## src/rtl/core/ocb_pkg.sv

```systemverilog
// ----------------------------------------------------------------------------
// ocb_pkg
// Shared types, constants and command codes of the orbit camera basis block.
// ----------------------------------------------------------------------------
package ocb_pkg;

    // Beat widths on the stream channels
    localparam int unsigned IN_W  = 120;
    localparam int unsigned OUT_W = 240;

    // Angle constants, 1/128 degree
    localparam logic [15:0] QUARTER_TURN = 16'd11520;
    localparam logic [15:0] HALF_TURN    = 16'd23040;
    localparam logic [15:0] FULL_TURN    = 16'd46080;

    // Reset values of state and registers
    localparam logic [13:0] PITCH_LIMIT_RESET = 14'd8960;
    localparam logic [15:0] BOOM_RESET        = 16'd640;
    localparam logic [15:0] YAW_RESET         = 16'hD300;  // -11520

    // Configuration register indexes
    localparam logic [1:0] REG_PITCH_LIMIT = 2'd0;
    localparam logic [1:0] REG_BOOM        = 2'd1;

    // Reciprocal of a quarter turn: t = (r * TMUL_K) >> 20 gives floor(r * 2^28 / 11520)
    localparam longint unsigned TMUL_K_FULL = ((64'd1 << 48) + 64'd11519) / 64'd11520;
    localparam logic [34:0]     TMUL_K      = 35'(TMUL_K_FULL);

    // Odd Taylor coefficients of sin(pi/2 * t), Q28
    localparam logic [28:0] SC1 = 29'd421657428;
    localparam logic [28:0] SC3 = 29'd173399667;
    localparam logic [28:0] SC5 = 29'd21392326;
    localparam logic [28:0] SC7 = 29'd1256749;
    localparam logic [28:0] SC9 = 29'd43068;

    // Datapath operations
    localparam logic [3:0] OP_NONE = 4'd0;
    localparam logic [3:0] OP_LOAD = 4'd1;
    localparam logic [3:0] OP_RED  = 4'd2;
    localparam logic [3:0] OP_TMUL = 4'd3;
    localparam logic [3:0] OP_SQ   = 4'd4;
    localparam logic [3:0] OP_HORN = 4'd5;
    localparam logic [3:0] OP_FIN  = 4'd6;
    localparam logic [3:0] OP_PROD = 4'd7;
    localparam logic [3:0] OP_OUT  = 4'd8;

    // Angle slots
    localparam logic [1:0] ANG_CP = 2'd0;
    localparam logic [1:0] ANG_SP = 2'd1;
    localparam logic [1:0] ANG_CY = 2'd2;
    localparam logic [1:0] ANG_SY = 2'd3;

    // Product steps
    localparam logic [2:0] PR_DX  = 3'd0;
    localparam logic [2:0] PR_DZ  = 3'd1;
    localparam logic [2:0] PR_UX  = 3'd2;
    localparam logic [2:0] PR_UZ  = 3'd3;
    localparam logic [2:0] PR_OX  = 3'd4;
    localparam logic [2:0] PR_OY  = 3'd5;
    localparam logic [2:0] PR_OZ  = 3'd6;
    localparam logic [2:0] PR_CAM = 3'd7;

    typedef struct packed {
        logic [3:0] op;
        logic [2:0] idx;
    } t_cmd;

    typedef struct packed {
        logic        valid;
        logic [1:0]  index;
        logic [15:0] data;
    } t_cfg_wr;

    // Horner coefficient for step k, highest order first
    function automatic logic [28:0] horner_coef(input logic [1:0] k);
        logic [28:0] c;
        unique case (k)
            2'd0: c = SC7;
            2'd1: c = SC5;
            2'd2: c = SC3;
            2'd3: c = SC1;
        endcase
        return c;
    endfunction

endpackage

```

## src/rtl/core/ocb_ctrl.sv

```systemverilog
// ----------------------------------------------------------------------------
// ocb_ctrl
// Sequencer: steps the datapath through angle update, four sine evaluations,
// the basis and camera products, and the output register load.
// ----------------------------------------------------------------------------
module ocb_ctrl (
    input  logic         i_clk,
    input  logic         i_rst_n,
    input  logic         i_in_valid,
    output logic         o_in_ready,
    output logic         o_out_valid,
    input  logic         i_out_ready,
    output ocb_pkg::t_cmd o_cmd
);

    localparam logic [2:0] S_IDLE = 3'd0;
    localparam logic [2:0] S_RED  = 3'd1;
    localparam logic [2:0] S_TMUL = 3'd2;
    localparam logic [2:0] S_SQ   = 3'd3;
    localparam logic [2:0] S_HORN = 3'd4;
    localparam logic [2:0] S_FIN  = 3'd5;
    localparam logic [2:0] S_PROD = 3'd6;
    localparam logic [2:0] S_OUT  = 3'd7;

    logic [2:0] r_state, n_state;
    logic [1:0] r_ang, n_ang;
    logic [2:0] r_cnt, n_cnt;
    logic       r_out_valid, n_out_valid;

    assign o_in_ready  = (r_state == S_IDLE);
    assign o_out_valid = r_out_valid;

    // Next state and command
    always_comb begin
        n_state   = r_state;
        n_ang     = r_ang;
        n_cnt     = r_cnt;
        o_cmd.op  = ocb_pkg::OP_NONE;
        o_cmd.idx = 3'd0;
        unique case (r_state)
            S_IDLE: begin
                if (i_in_valid) begin
                    o_cmd.op = ocb_pkg::OP_LOAD;
                    n_ang    = ocb_pkg::ANG_CP;
                    n_state  = S_RED;
                end
            end
            S_RED: begin
                o_cmd.op  = ocb_pkg::OP_RED;
                o_cmd.idx = {1'b0, r_ang};
                n_state   = S_TMUL;
            end
            S_TMUL: begin
                o_cmd.op = ocb_pkg::OP_TMUL;
                n_state  = S_SQ;
            end
            S_SQ: begin
                o_cmd.op = ocb_pkg::OP_SQ;
                n_cnt    = 3'd0;
                n_state  = S_HORN;
            end
            S_HORN: begin
                o_cmd.op  = ocb_pkg::OP_HORN;
                o_cmd.idx = r_cnt;
                if (r_cnt == 3'd3) begin
                    n_state = S_FIN;
                end else begin
                    n_cnt = r_cnt + 3'd1;
                end
            end
            S_FIN: begin
                o_cmd.op  = ocb_pkg::OP_FIN;
                o_cmd.idx = {1'b0, r_ang};
                if (r_ang == ocb_pkg::ANG_SY) begin
                    n_cnt   = ocb_pkg::PR_DX;
                    n_state = S_PROD;
                end else begin
                    n_ang   = r_ang + 2'd1;
                    n_state = S_RED;
                end
            end
            S_PROD: begin
                o_cmd.op  = ocb_pkg::OP_PROD;
                o_cmd.idx = r_cnt;
                if (r_cnt == ocb_pkg::PR_CAM) begin
                    n_state = S_OUT;
                end else begin
                    n_cnt = r_cnt + 3'd1;
                end
            end
            S_OUT: begin
                if (!r_out_valid || i_out_ready) begin
                    o_cmd.op = ocb_pkg::OP_OUT;
                    n_state  = S_IDLE;
                end
            end
            default: n_state = S_IDLE;
        endcase
    end

    // Output beat valid: set on load, drop when taken
    always_comb begin
        n_out_valid = r_out_valid;
        priority if (o_cmd.op == ocb_pkg::OP_OUT) begin
            n_out_valid = 1'b1;
        end else if (i_out_ready) begin
            n_out_valid = 1'b0;
        end
    end

    always_ff @(posedge i_clk) begin
        if (!i_rst_n) begin
            r_state     <= S_IDLE;
            r_ang       <= 2'd0;
            r_cnt       <= 3'd0;
            r_out_valid <= 1'b0;
        end else begin
            r_state     <= n_state;
            r_ang       <= n_ang;
            r_cnt       <= n_cnt;
            r_out_valid <= n_out_valid;
        end
    end

endmodule

```

## src/rtl/core/ocb_dp.sv

```systemverilog
// ----------------------------------------------------------------------------
// ocb_dp
// Datapath: angle state, configuration registers, shared Horner multiplier
// for the sine polynomial, shared signed multiplier for the basis and camera.
// ----------------------------------------------------------------------------
module ocb_dp (
    input  logic                         i_clk,
    input  logic                         i_rst_n,
    input  ocb_pkg::t_cmd                i_cmd,
    input  ocb_pkg::t_cfg_wr             i_cfg,
    input  logic [ocb_pkg::IN_W-1:0]     i_in_data,
    output logic [ocb_pkg::OUT_W-1:0]    o_out_data
);

    // Configuration and angle state
    logic        [13:0] r_limit;
    logic        [15:0] r_boom;
    logic signed [14:0] r_pitch;
    logic signed [15:0] r_yaw;

    // Item payload and working registers
    logic signed [31:0] r_ax, r_ay, r_az;
    logic        [13:0] r_rf;
    logic               r_neg;
    logic        [28:0] r_t, r_t2, r_s;
    logic signed [15:0] r_cp, r_sp, r_cy, r_sy;
    logic signed [15:0] r_dx, r_dz, r_ux, r_uz;
    logic signed [24:0] r_ox, r_oy, r_oz;
    logic        [31:0] r_cam_x, r_cam_y, r_cam_z;
    logic [ocb_pkg::OUT_W-1:0] r_out;

    // Saturating camera subtract
    function automatic logic [31:0] sat_sub(input logic signed [31:0] a,
                                            input logic signed [24:0] o);
        logic signed [32:0] d;
        d = 33'(a) - 33'(o);
        if (d[32] != d[31]) begin
            return d[32] ? 32'h8000_0000 : 32'h7FFF_FFFF;
        end
        return d[31:0];
    endfunction

    // Pitch and yaw update
    logic signed [11:0] w_pstep, w_ystep;
    logic signed [15:0] w_np;
    logic        [15:0] w_mag;
    logic               w_pitch_ok;
    logic signed [16:0] w_ny_sum, w_ny;

    assign w_pstep    = i_in_data[11:0];
    assign w_ystep    = i_in_data[23:12];
    assign w_np       = {r_pitch[14], r_pitch} + {{4{w_pstep[11]}}, w_pstep};
    assign w_mag      = w_np[15] ? 16'(-w_np) : w_np;
    assign w_pitch_ok = (w_mag < {2'b00, r_limit});
    assign w_ny_sum   = {r_yaw[15], r_yaw} + {{5{w_ystep[11]}}, w_ystep};

    always_comb begin
        priority if (w_ny_sum >= $signed({1'b0, ocb_pkg::HALF_TURN})) begin
            w_ny = w_ny_sum - $signed({1'b0, ocb_pkg::FULL_TURN});
        end else if (w_ny_sum < -$signed({1'b0, ocb_pkg::HALF_TURN})) begin
            w_ny = w_ny_sum + $signed({1'b0, ocb_pkg::FULL_TURN});
        end else begin
            w_ny = w_ny_sum;
        end
    end

    // Angle reduction to a first-quadrant remainder
    logic signed [16:0] w_ang;
    logic        [15:0] w_a;
    logic        [1:0]  w_q;
    logic        [15:0] w_r;
    logic        [13:0] w_rf;

    always_comb begin
        unique case (i_cmd.idx[1:0])
            ocb_pkg::ANG_CP: w_ang = {{2{r_pitch[14]}}, r_pitch}
                                     + $signed({1'b0, ocb_pkg::QUARTER_TURN});
            ocb_pkg::ANG_SP: w_ang = {{2{r_pitch[14]}}, r_pitch};
            ocb_pkg::ANG_CY: w_ang = {r_yaw[15], r_yaw}
                                     + $signed({1'b0, ocb_pkg::QUARTER_TURN});
            ocb_pkg::ANG_SY: w_ang = {r_yaw[15], r_yaw};
        endcase
        w_a = w_ang[16] ? 16'(w_ang + $signed({1'b0, ocb_pkg::FULL_TURN})) : w_ang[15:0];
        priority if (w_a < ocb_pkg::QUARTER_TURN) begin
            w_q = 2'd0;
            w_r = w_a;
        end else if (w_a < ocb_pkg::HALF_TURN) begin
            w_q = 2'd1;
            w_r = w_a - ocb_pkg::QUARTER_TURN;
        end else if (w_a < ocb_pkg::HALF_TURN + ocb_pkg::QUARTER_TURN) begin
            w_q = 2'd2;
            w_r = w_a - ocb_pkg::HALF_TURN;
        end else begin
            w_q = 2'd3;
            w_r = w_a - ocb_pkg::HALF_TURN - ocb_pkg::QUARTER_TURN;
        end
        w_rf = w_q[0] ? 14'(ocb_pkg::QUARTER_TURN - w_r) : w_r[13:0];
    end

    // Remainder to Q28 fraction of a quarter turn
    logic [48:0] w_tprod;
    assign w_tprod = 49'(r_rf) * 49'(ocb_pkg::TMUL_K);

    // Shared Horner multiplier
    logic [28:0] w_ha, w_hb;
    logic [57:0] w_hprod;
    logic [28:0] w_hsh;
    logic [29:0] w_vadd;
    logic [15:0] w_vq, w_vcap;
    logic signed [15:0] w_sine;

    always_comb begin
        unique case (i_cmd.op)
            ocb_pkg::OP_SQ:   begin w_ha = r_t;  w_hb = r_t; end
            ocb_pkg::OP_HORN: begin w_ha = r_t2; w_hb = r_s; end
            default:          begin w_ha = r_t;  w_hb = r_s; end
        endcase
    end

    assign w_hprod = 58'(w_ha) * 58'(w_hb);
    assign w_hsh   = w_hprod[56:28];
    assign w_vadd  = 30'(w_hsh) + 30'd8192;
    assign w_vq    = w_vadd[29:14];
    assign w_vcap  = (w_vq > 16'd16384) ? 16'd16384 : w_vq;
    assign w_sine  = r_neg ? -$signed(w_vcap) : $signed(w_vcap);

    // Shared signed multiplier for basis and camera offsets
    logic signed [16:0] w_pa, w_pb;
    logic signed [33:0] w_pprod;
    logic signed [33:0] w_r14, w_r6;
    logic signed [15:0] w_q14;
    logic signed [24:0] w_off;

    always_comb begin
        unique case (i_cmd.idx)
            ocb_pkg::PR_DX: begin w_pa = 17'(r_cy); w_pb = 17'(r_cp); end
            ocb_pkg::PR_DZ: begin w_pa = 17'(r_sy); w_pb = 17'(r_cp); end
            ocb_pkg::PR_UX: begin w_pa = 17'(r_sp); w_pb = 17'(r_cy); end
            ocb_pkg::PR_UZ: begin w_pa = 17'(r_sp); w_pb = 17'(r_sy); end
            ocb_pkg::PR_OX: begin w_pa = 17'(r_dx); w_pb = $signed({1'b0, r_boom}); end
            ocb_pkg::PR_OY: begin w_pa = 17'(r_sp); w_pb = $signed({1'b0, r_boom}); end
            ocb_pkg::PR_OZ: begin w_pa = 17'(r_dz); w_pb = $signed({1'b0, r_boom}); end
            default:        begin w_pa = 17'(r_dx); w_pb = 17'(r_dz); end
        endcase
    end

    // Round to nearest, ties away from zero: (p + half - neg) >>> n
    assign w_pprod = 34'(w_pa) * 34'(w_pb);
    assign w_r14   = w_pprod + 34'sd8192 - 34'(w_pprod[33]);
    assign w_r6    = w_pprod + 34'sd32 - 34'(w_pprod[33]);
    assign w_q14   = w_r14[29:14];
    assign w_off   = w_r6[30:6];

    // Basis signs follow the sign of the pitch cosine
    logic               w_flip;
    logic signed [15:0] w_rx, w_rz, w_uy;
    assign w_flip = r_cp[15];
    assign w_rx   = w_flip ? -r_sy : r_sy;
    assign w_rz   = w_flip ? r_cy : -r_cy;
    assign w_uy   = w_flip ? -r_cp : r_cp;

    // Configuration and angle state
    always_ff @(posedge i_clk) begin
        if (!i_rst_n) begin
            r_limit <= ocb_pkg::PITCH_LIMIT_RESET;
            r_boom  <= ocb_pkg::BOOM_RESET;
            r_pitch <= 15'sd0;
            r_yaw   <= ocb_pkg::YAW_RESET;
        end else begin
            if (i_cfg.valid) begin
                unique case (i_cfg.index)
                    ocb_pkg::REG_PITCH_LIMIT: r_limit <= i_cfg.data[13:0];
                    ocb_pkg::REG_BOOM:        r_boom  <= i_cfg.data;
                    default: ;
                endcase
            end
            if (i_cmd.op == ocb_pkg::OP_LOAD) begin
                if (w_pitch_ok) begin
                    r_pitch <= w_np[14:0];
                end
                r_yaw <= w_ny[15:0];
            end
        end
    end

    // Working registers
    always_ff @(posedge i_clk) begin
        unique case (i_cmd.op)
            ocb_pkg::OP_LOAD: begin
                r_ax <= i_in_data[55:24];
                r_ay <= i_in_data[87:56];
                r_az <= i_in_data[119:88];
            end
            ocb_pkg::OP_RED: begin
                r_rf  <= w_rf;
                r_neg <= w_q[1];
            end
            ocb_pkg::OP_TMUL: r_t <= w_tprod[48:20];
            ocb_pkg::OP_SQ: begin
                r_t2 <= w_hsh;
                r_s  <= ocb_pkg::SC9;
            end
            ocb_pkg::OP_HORN: r_s <= ocb_pkg::horner_coef(i_cmd.idx[1:0]) - w_hsh;
            ocb_pkg::OP_FIN: begin
                unique case (i_cmd.idx[1:0])
                    ocb_pkg::ANG_CP: r_cp <= w_sine;
                    ocb_pkg::ANG_SP: r_sp <= w_sine;
                    ocb_pkg::ANG_CY: r_cy <= w_sine;
                    ocb_pkg::ANG_SY: r_sy <= w_sine;
                endcase
            end
            ocb_pkg::OP_PROD: begin
                unique case (i_cmd.idx)
                    ocb_pkg::PR_DX: r_dx <= w_q14;
                    ocb_pkg::PR_DZ: r_dz <= w_q14;
                    ocb_pkg::PR_UX: r_ux <= w_flip ? w_q14 : -w_q14;
                    ocb_pkg::PR_UZ: r_uz <= w_flip ? w_q14 : -w_q14;
                    ocb_pkg::PR_OX: r_ox <= w_off;
                    ocb_pkg::PR_OY: r_oy <= w_off;
                    ocb_pkg::PR_OZ: r_oz <= w_off;
                    default: begin
                        r_cam_x <= sat_sub(r_ax, r_ox);
                        r_cam_y <= sat_sub(r_ay, r_oy);
                        r_cam_z <= sat_sub(r_az, r_oz);
                    end
                endcase
            end
            ocb_pkg::OP_OUT: begin
                r_out <= {r_cam_z, r_cam_y, r_cam_x, r_uz, w_uy, r_ux,
                          w_rz, 16'd0, w_rx, r_dz, r_sp, r_dx};
            end
            default: ;
        endcase
    end

    assign o_out_data = r_out;

endmodule

```

## src/rtl/core/orbit_camera_basis.sv

```systemverilog
// ----------------------------------------------------------------------------
// orbit_camera_basis
// Yaw/pitch orbit camera: view, right and up vectors and boom camera position.
// ----------------------------------------------------------------------------
// Usage:
//   Slave stream (s_axis_*): one beat per camera update, carrying the pitch and
//   yaw steps and the followed actor position. Master stream (m_axis_*): one
//   beat per input beat with the direction, right and up vectors (Q2.14) and
//   the camera position (Q16.16, saturated).
//   Configuration channel (i_cfg_*): index 0 pitch limit, index 1 boom
//   distance; always ready. The user must see that it is written only while
//   no item is in flight; the block itself does not enforce this. A new
//   input is accepted only once the previous result sits in the output
//   register. Each item passes the shared sine unit: four evaluations of
//   eight steps each (reduce, scale, square, four Horner steps, finish), then
//   eight steps on the shared product multiplier and one output load.
//   Reset: pitch 0, yaw -90 degrees, limit 70 degrees, boom 2.5; no beat out.
//   Stall: a stalled result beat holds; the next item is still taken and
//   worked on, and waits at the output load until the held beat is taken.
// ----------------------------------------------------------------------------
module orbit_camera_basis (
    input  logic         i_clk,
    input  logic         i_rst_n,
    // pitch_step[11:0], yaw_step[23:12], actor_x[55:24], actor_y[87:56],
    // actor_z[119:88]
    input  logic [119:0] s_axis_tdata,
    input  logic         s_axis_tvalid,
    output logic         s_axis_tready,
    // dir_x[15:0], dir_y[31:16], dir_z[47:32], right_x[63:48],
    // right_y[79:64], right_z[95:80], up_x[111:96], up_y[127:112],
    // up_z[143:128], cam_x[175:144], cam_y[207:176], cam_z[239:208]
    output logic [239:0] m_axis_tdata,
    output logic         m_axis_tvalid,
    input  logic         m_axis_tready,
    input  logic         i_cfg_valid,
    output logic         o_cfg_ready,
    input  logic [1:0]   i_cfg_index,
    input  logic [15:0]  i_cfg_data
);

    ocb_pkg::t_cmd    w_cmd;
    ocb_pkg::t_cfg_wr w_cfg;

    // Configuration writes are taken every cycle
    assign o_cfg_ready = 1'b1;
    assign w_cfg.valid = i_cfg_valid;
    assign w_cfg.index = i_cfg_index;
    assign w_cfg.data  = i_cfg_data;

    ocb_ctrl u_ctrl (
        .i_clk       (i_clk),
        .i_rst_n     (i_rst_n),
        .i_in_valid  (s_axis_tvalid),
        .o_in_ready  (s_axis_tready),
        .o_out_valid (m_axis_tvalid),
        .i_out_ready (m_axis_tready),
        .o_cmd       (w_cmd)
    );

    ocb_dp u_dp (
        .i_clk      (i_clk),
        .i_rst_n    (i_rst_n),
        .i_cmd      (w_cmd),
        .i_cfg      (w_cfg),
        .i_in_data  (s_axis_tdata),
        .o_out_data (m_axis_tdata)
    );

endmodule

```

## config.mk

```make
export PLATFORM = sky130hd
export DESIGN_NAME = orbit_camera_basis
export DESIGN_NICKNAME = d
export VERILOG_FILES = /design/src/rtl/core/ocb_pkg.sv /design/src/rtl/core/ocb_ctrl.sv /design/src/rtl/core/ocb_dp.sv /design/src/rtl/core/orbit_camera_basis.sv
export SDC_FILE = /design/constraint.sdc
export NUM_CORES = 2
export LEC_CHECK = 0
export ABC_AREA = 0
export BUFFER_PORTS_ARGS = -buffer_cell sky130_fd_sc_hd__buf_2
export CAP_MARGIN = 20
export CORE_ASPECT_RATIO = 1.75
export CORE_MARGIN = 5
export CORE_UTILIZATION = 30
export CTS_BUF_LIST = sky130_fd_sc_hd__clkbuf_8
export DETAILED_ROUTE_END_ITERATION = 8
export GPL_TIMING_DRIVEN = 0
export PLACE_DENSITY = 0.56
export SKIP_LAST_GASP = 1
export SYNTH_ARGS = -nofsm -noshare
export SYNTH_HDL_FRONTEND = slang
export SYNTH_SLANG_ARGS = --single-unit
```

## constraint.sdc

```tcl
create_clock -name i_clk -period 15.6 [get_ports i_clk]
set_input_delay 0.78 -clock i_clk [delete_from_list [all_inputs] [get_ports i_clk]]
set_output_delay 0.78 -clock i_clk [all_outputs]
set_load 0.1 [all_outputs]
```

Word-level counts from Yosys, hierarchy flattened. Cells that the tools add are included.

Register bits after elaboration: 791. Bits in latches: 0. RAM bits: 0. Memory bits (read-only): 0. Bits of input ports: 143. Output and inout bits: 243. Logic and storage cells: 207. Memories kept: 0.

$add $sub $neg: 28. $mul: 3. Divide/modulo/power cells: 0. $lt $le $gt $ge: 7. Equal/unequal tests: 39. Shifts and indexed selects: 0. Multiplexer cells: 62. Bitwise logic cells: 1. Reduce and logical (&&, ||, !) cells: 35.

Operators by type and width (number): $mux W32 (9); $pmux W17 S4 (3); $mux W16 (9); $pmux W29 S4 (1); $sub A32 B25 Y33 (3); $neg A16 Y16 (6); $mux W29 (3); $pmux W29 S2 (1); $mul A29 B29 Y57 (1); $mux W14 (4); $mul A14 B35 Y49 const B (1); $mul A17 B17 Y34 (1); $add A16 B16 Y16 const B (2); $pmux W4 S8 (1); $add A31 B6 Y31 const B (1); $sub A31 B1 Y31 (1); $add A29 B14 Y30 const B (1); $add A30 B14 Y30 const B (1); $reduce_and A2 Y1 (15); $sub A30 B1 Y30 (1); $sub A29 B29 Y29 (1); $sub A14 B14 Y14 const B (2); $eq A3 B3 Y1 const B (8); $mux W3 (8); 47 further kinds (91).

Longest topological paths before layout.
Word-level depth: 14. Depth in mapped cells: 56.

Cells and area by module. From an unflattened synthesis, not the netlist that was laid out.

Cells, all modules: 8305. Area, all modules: 82158.8 sq um.

By module, submodules not included: ocb_dp (instances 1, cells each 8232, area an instance 81535.7 sq um); ocb_ctrl (instances 1, cells each 71, area an instance 611.8 sq um); orbit_camera_basis (instances 1, cells each 2, area an instance 11.3 sq um).

Worst setup path before layout. Ideal clock, no wire load.

Path type: register -> register. Start point: register u_ctrl.r_state[1]. End point: register u_dp.r_out, in the netlist u_dp.o_out_data[0] (enable). Library setup time: 1.083 ns. Data arrival time: 16.064 ns. Required time: 14.517 ns. Slack: -1.547 ns. Stages on the path, launching flop included: 5. Path buffers: 2. Period minus slack after synthesis: 17.147 ns. Cell sequence: dfxtp_1 > buf_2 > clkbuf_1 > nand2_1 > nor3_1.

Longest elaborated chain between the ends: 3. Elaborated cells between the ends (all ways): 10.

RTL lines: from (decl) (line ocb_ctrl.sv:25) `logic [2:0] r_state, n_state;`; from (signal assigned) (line ocb_ctrl.sv:118) `r_state <= n_state;`; $eq A3 B3 Y1, or another cell as far along (line ocb_ctrl.sv:40) `unique case (r_state)`; $pmux W4 S8 * (line ocb_ctrl.sv:40); $eq A4 B4 Y1 * (line ocb_dp.sv:188) `unique case (i_cmd.op)`; to (signal assigned) (line ocb_dp.sv:229) `r_out <= {r_cam_z, r_cam_y, r_cam_x, r_uz, w_uy, r_ux,`; to (decl) (line ocb_dp.sv:30) `logic [ocb_pkg::OUT_W-1:0] r_out;`.

Every way passes the cells marked *; elsewhere a longest branch is shown, timed or not. A chain may end at the register's enable or synchronous reset.

Final worst setup path.
Start point: register u_ctrl.r_state[0]. End point: register u_dp.r_uz[9], data pin.

Longest elaborated chain between the ends: 11. Elaborated cells between the ends (all ways): 24.

RTL lines: $eq A3 B3 Y1 or $eq A3 B1 Y1 (tied branches) (line ocb_ctrl.sv:40); $reduce_or A2 Y1 (no line); $pmux W3 S2 * (line ocb_ctrl.sv:40); $eq A3 B2 Y1, or another cell as far along; $reduce_or A3 Y1 (no line) or $reduce_or A2 Y1 (tied branches); $pmux W17 S4 (line ocb_dp.sv:135) `unique case (i_cmd.idx)`; $mul A17 B17 Y34 * (line ocb_dp.sv:148) `assign w_pprod = 34'(w_pa) * 34'(w_pb);`; $add A30 B14 Y30 (line ocb_dp.sv:149) `assign w_r14 = w_pprod + 34'sd8192 - 34'(w_pprod[33]);`; $sub A30 B1 Y30 * (line ocb_dp.sv:149); $neg A16 Y16 (line ocb_dp.sv:217) `ocb_pkg::PR_UZ: r_uz <= w_flip ? w_q14 : -w_q14;`; $mux W16 * (line ocb_dp.sv:217); to (signal assigned) (line ocb_dp.sv:217); to (decl) (line ocb_dp.sv:27) `logic signed [15:0] r_dx, r_dz, r_ux, r_uz;`.

Marks and branches as above.

==> impl_metrics.json <==
{
  "yosys_warnings": 0,
  "hpwl_um": 263000,
  "critical_path_required_ns": 16.16,
  "placed_cell_area_sq_um": 89400,
  "cp-end-kind": "flip-flop",
  "hold_class": "input port to flip-flop",
  "cp-start-kind": "flip-flop",
  "synth.distinct_cells": 102,
  "critical_path_arrival_ns": 15.84,
  "final_hold_viol_count": 0,
  "fin_nets": 10803,
  "cts_tree": "yes",
  "h-tree-depth": 3,
  "timing.final.crit_share_pct": 97.9,
  "drv_slew": 0,
  "dieWidth_um": 404,
  "syn_to_final_growth_pct": 13.1,
  "place_congestion": 1.06,
  "cp_common_cell": "clkbuf_1",
  "synth_ff_type": "edfxtp_1",
  "clk_latency_ns": 0.89,
  "design_area_sq_um": 92300,
  "cts.clk_slew.worst_paths_ns": 0.06,
  "hp-start": "s_axis_tdata[38]",
  "cts_buffers": 119,
  "ant_nets": 0,
  "setup_viol": 0,
  "cts-root-buf": "clkbuf_8",
  "rsz0062_at_grt": "no",
  "num_vias": 63759,
  "drive_above_1_share_pct": 8.71,
  "antenna_found_initial": 26,
  "drt-initial-drc-count": 4191,
  "worst-path-max-fanout": 11,
  "worst_path_max_delay_cell": "xor2_1",
  "num_rows": 253,
  "finalClockSkew_ns": 0.0837,
  "wl_um": 308000,
  "drc": 0,
  "layout_setup_ws_ns": 0.321,
  "synthArstFlopShare_pct": 0,
  "worst_pin_slew_ns": 1.30,
  "rrSetupSlack_ns": 0.32,
  "synth_cells": 8267,
  "max_freq_ghz": 0.0655,
  "r2r_start": "u_ctrl.r_state[0]$_SDFFE_PN0P_",
  "clkSinkCount": 791,
  "holdPathStages": 1,
  "crit_type": "flip-flop to flip-flop",
  "status": "complete, no violations",
  "holdPathEnd": "u_dp.r_ax[14]$_DFFE_PP_",
  "final_common_cell": "inv_1",
  "r2r_cells": 38,
  "io_buffers": 367,
  "grt_pass1_wl_um": 447000,
  "cap_viol_max_count": 0,
  "layout_min_cycle_time_ns": 15.28,
  "dp_slack_ns": -0.455,
  "die-area_sq_um": 283000,
  "grt_pass1_vias": 68248,
  "vias_per_cell": 5.06,
  "start_util_pct": 30.1,
  "syn_avg_cell_area_sq_um": 9.87,
  "cp_slowest_stage_delay_ns": 0.88,
  "regArea_sq_um": 23100,
  "multi_input_area_sq_um": 52400,
  "wire_per_inst_um": 24.5,
  "grt.overflow.total": 0,
  "synth-edff-count": 721,
  "netlist_area_sq_um": 81600,
  "synth_seq_area_share_pct": 28.3,
  "ys_ff_latch": 791,
  "drt-pass1-iter-count": 6,
  "max_slew_margin_pct": 13.6,
  "nFillCells": 27833,
  "fin_setup_tns_ns": 0,
  "grt.total_usage_pct": 21.5,
  "core_area_sq_um": 271000,
  "grt_start_max_net_pins": 53,
  "r2r_end": "u_dp.r_uz[9]$_DFFE_PP_",
  "layout_common_cells": "inv_1, fa_1, nand2_1",
  "die_y_um": 700,
  "io_pins": 386,
  "cts_setup_buffers": 0,
  "cts_max_path_buffers": 3,
  "holdWs_ns": 0.0860
}
==> cells in the mapped netlist, types with 15 or more instances <==
library cell / n / share of area, %
o21bai_1: 39 / 0.36
a211oi_1: 30 / 0.28
buf_4: 20 / 0.18
nor2b_1: 60 / 0.46
nand2b_1: 75 / 0.58
clkbuf_1: 248 / 1.1
fa_1: 1082 / 27
a21boi_0: 23 / 0.21
or2_2: 22 / 0.17
nand4_1: 41 / 0.31
and3_1: 31 / 0.24
o21a_1: 42 / 0.39
nor3_1: 93 / 0.57
o21ai_0: 204 / 1.3
a31oi_1: 42 / 0.32
or4_1: 16 / 0.15
o211ai_1: 32 / 0.29
nand2_1: 999 / 4.6
a221o_1: 18 / 0.22
dfxtp_1: 70 / 1.7
inv_1: 1422 / 6.5
a21oi_1: 366 / 2.2
edfxtp_1: 721 / 27
xnor2_1: 231 / 2.5
a211o_1: 17 / 0.18
mux2i_1: 69 / 0.85
a221oi_1: 24 / 0.26
a31o_2: 15 / 0.16
a22oi_1: 56 / 0.52
nor2_1: 841 / 3.9
a21o_1: 101 / 0.93
o31ai_1: 36 / 0.33
xor2_1: 126 / 1.4
or3_1: 21 / 0.16
and2_1: 32 / 0.25
nand3_1: 96 / 0.59
ha_1: 668 / 10
==> registers in the layout, summed over array words and instances, names as in the netlist, 29 cells and up <==
name / flops
u_dp.o_out_data: 224
u_dp.r_ax: 32
u_dp.r_ay: 32
u_dp.r_az: 32
u_dp.r_cam_x: 32
u_dp.r_cam_y: 32
u_dp.r_cam_z: 32
u_dp.r_s: 29
u_dp.r_t2: 29
u_dp.r_t: 29
==> through the flow <==
step	instances	util [%]
global route	12589	34.0
finish	12602	34.1
detailed placement	12316	33.0
floorplan	8282	-
CTS	12573	34.0
global placement	12219	32.4
==> cell type report <==
type / count / share of cell area, %
multi-input cells: 5779 / 56.7
flip-flops and latches: 791 / 25.0
clock buffers: 120 / 1.79
clock inverters: 103 / 0.717
plain buffers: 286 / 1.28
well taps: 3570 / 4.84
inverters: 1426 / 5.80
repair buffers: 507 / 3.78
diodes: 20 / 0.0542
==> worst max-delay path by stage <==
stage	startpoint	slack [ns]	endpoint
after floorplan	u_ctrl.r_state[2]$_SDFFE_PN0P_	4.24	u_dp.r_cp[12]$_DFFE_PP_
after global placement	u_ctrl.r_state[2]$_SDFFE_PN0P_	-0.56	u_dp.r_sp[4]$_DFFE_PP_
after detailed placement	u_ctrl.r_state[0]$_SDFFE_PN0P_	-0.46	u_dp.r_uz[9]$_DFFE_PP_
after CTS	u_ctrl.r_state[2]$_SDFFE_PN0P_	0.05	u_dp.r_cy[12]$_DFFE_PP_
after global routing	u_ctrl.r_state[0]$_SDFFE_PN0P_	0.02	u_dp.r_ux[15]$_DFFE_PP_
final	u_ctrl.r_state[0]$_SDFFE_PN0P_	0.32	u_dp.r_uz[9]$_DFFE_PP_
==> worst max-delay path: cells and delay by family (launching register included) <==
| family | cells | cell delay [ns] |
|---|---|---|
| AO/OA/AOI/OAI | 8 | 2.99 |
| flip-flops | 1 | 0.30 |
| adder cells (fa/ha/maj) | 8 | 3.50 |
| buffers and inverters | 12 | 3.82 |
| XOR/XNOR | 2 | 1.58 |
| AND/OR/NAND/NOR | 8 | 2.75 |
==> kinds of logic after synthesis <==
logic type / after synthesis / share of synthesized area [%]
fa+ha+maj: 1762 / 37.0
buf+inv: 1712 / 7.99
compound gates: 1165 / 9.26
simple gates: 2400 / 12.7
xor+xnor: 360 / 3.90
flops: 791 / 28.3
other cells: 2 / 0.00921
mux: 75 / 0.930
==> per-layer routing <==
layer	GRT usage, %	share of wire [%]
met5	0	0.010
met4	16.1	9.4
met3	3.31	5.7
met2	39.2	51
met1	22.1	34
==> what timing repair did <==
action	in CTS	in global routing
hold endpoints to repair	34	0
gates resized for setup	5	14
endpoints found under the setup margin	6	26
hold buffers	34	0
Power is not shown: default switching activity piles up to over one toggle a cycle in this logic, so the estimate is an artifact.
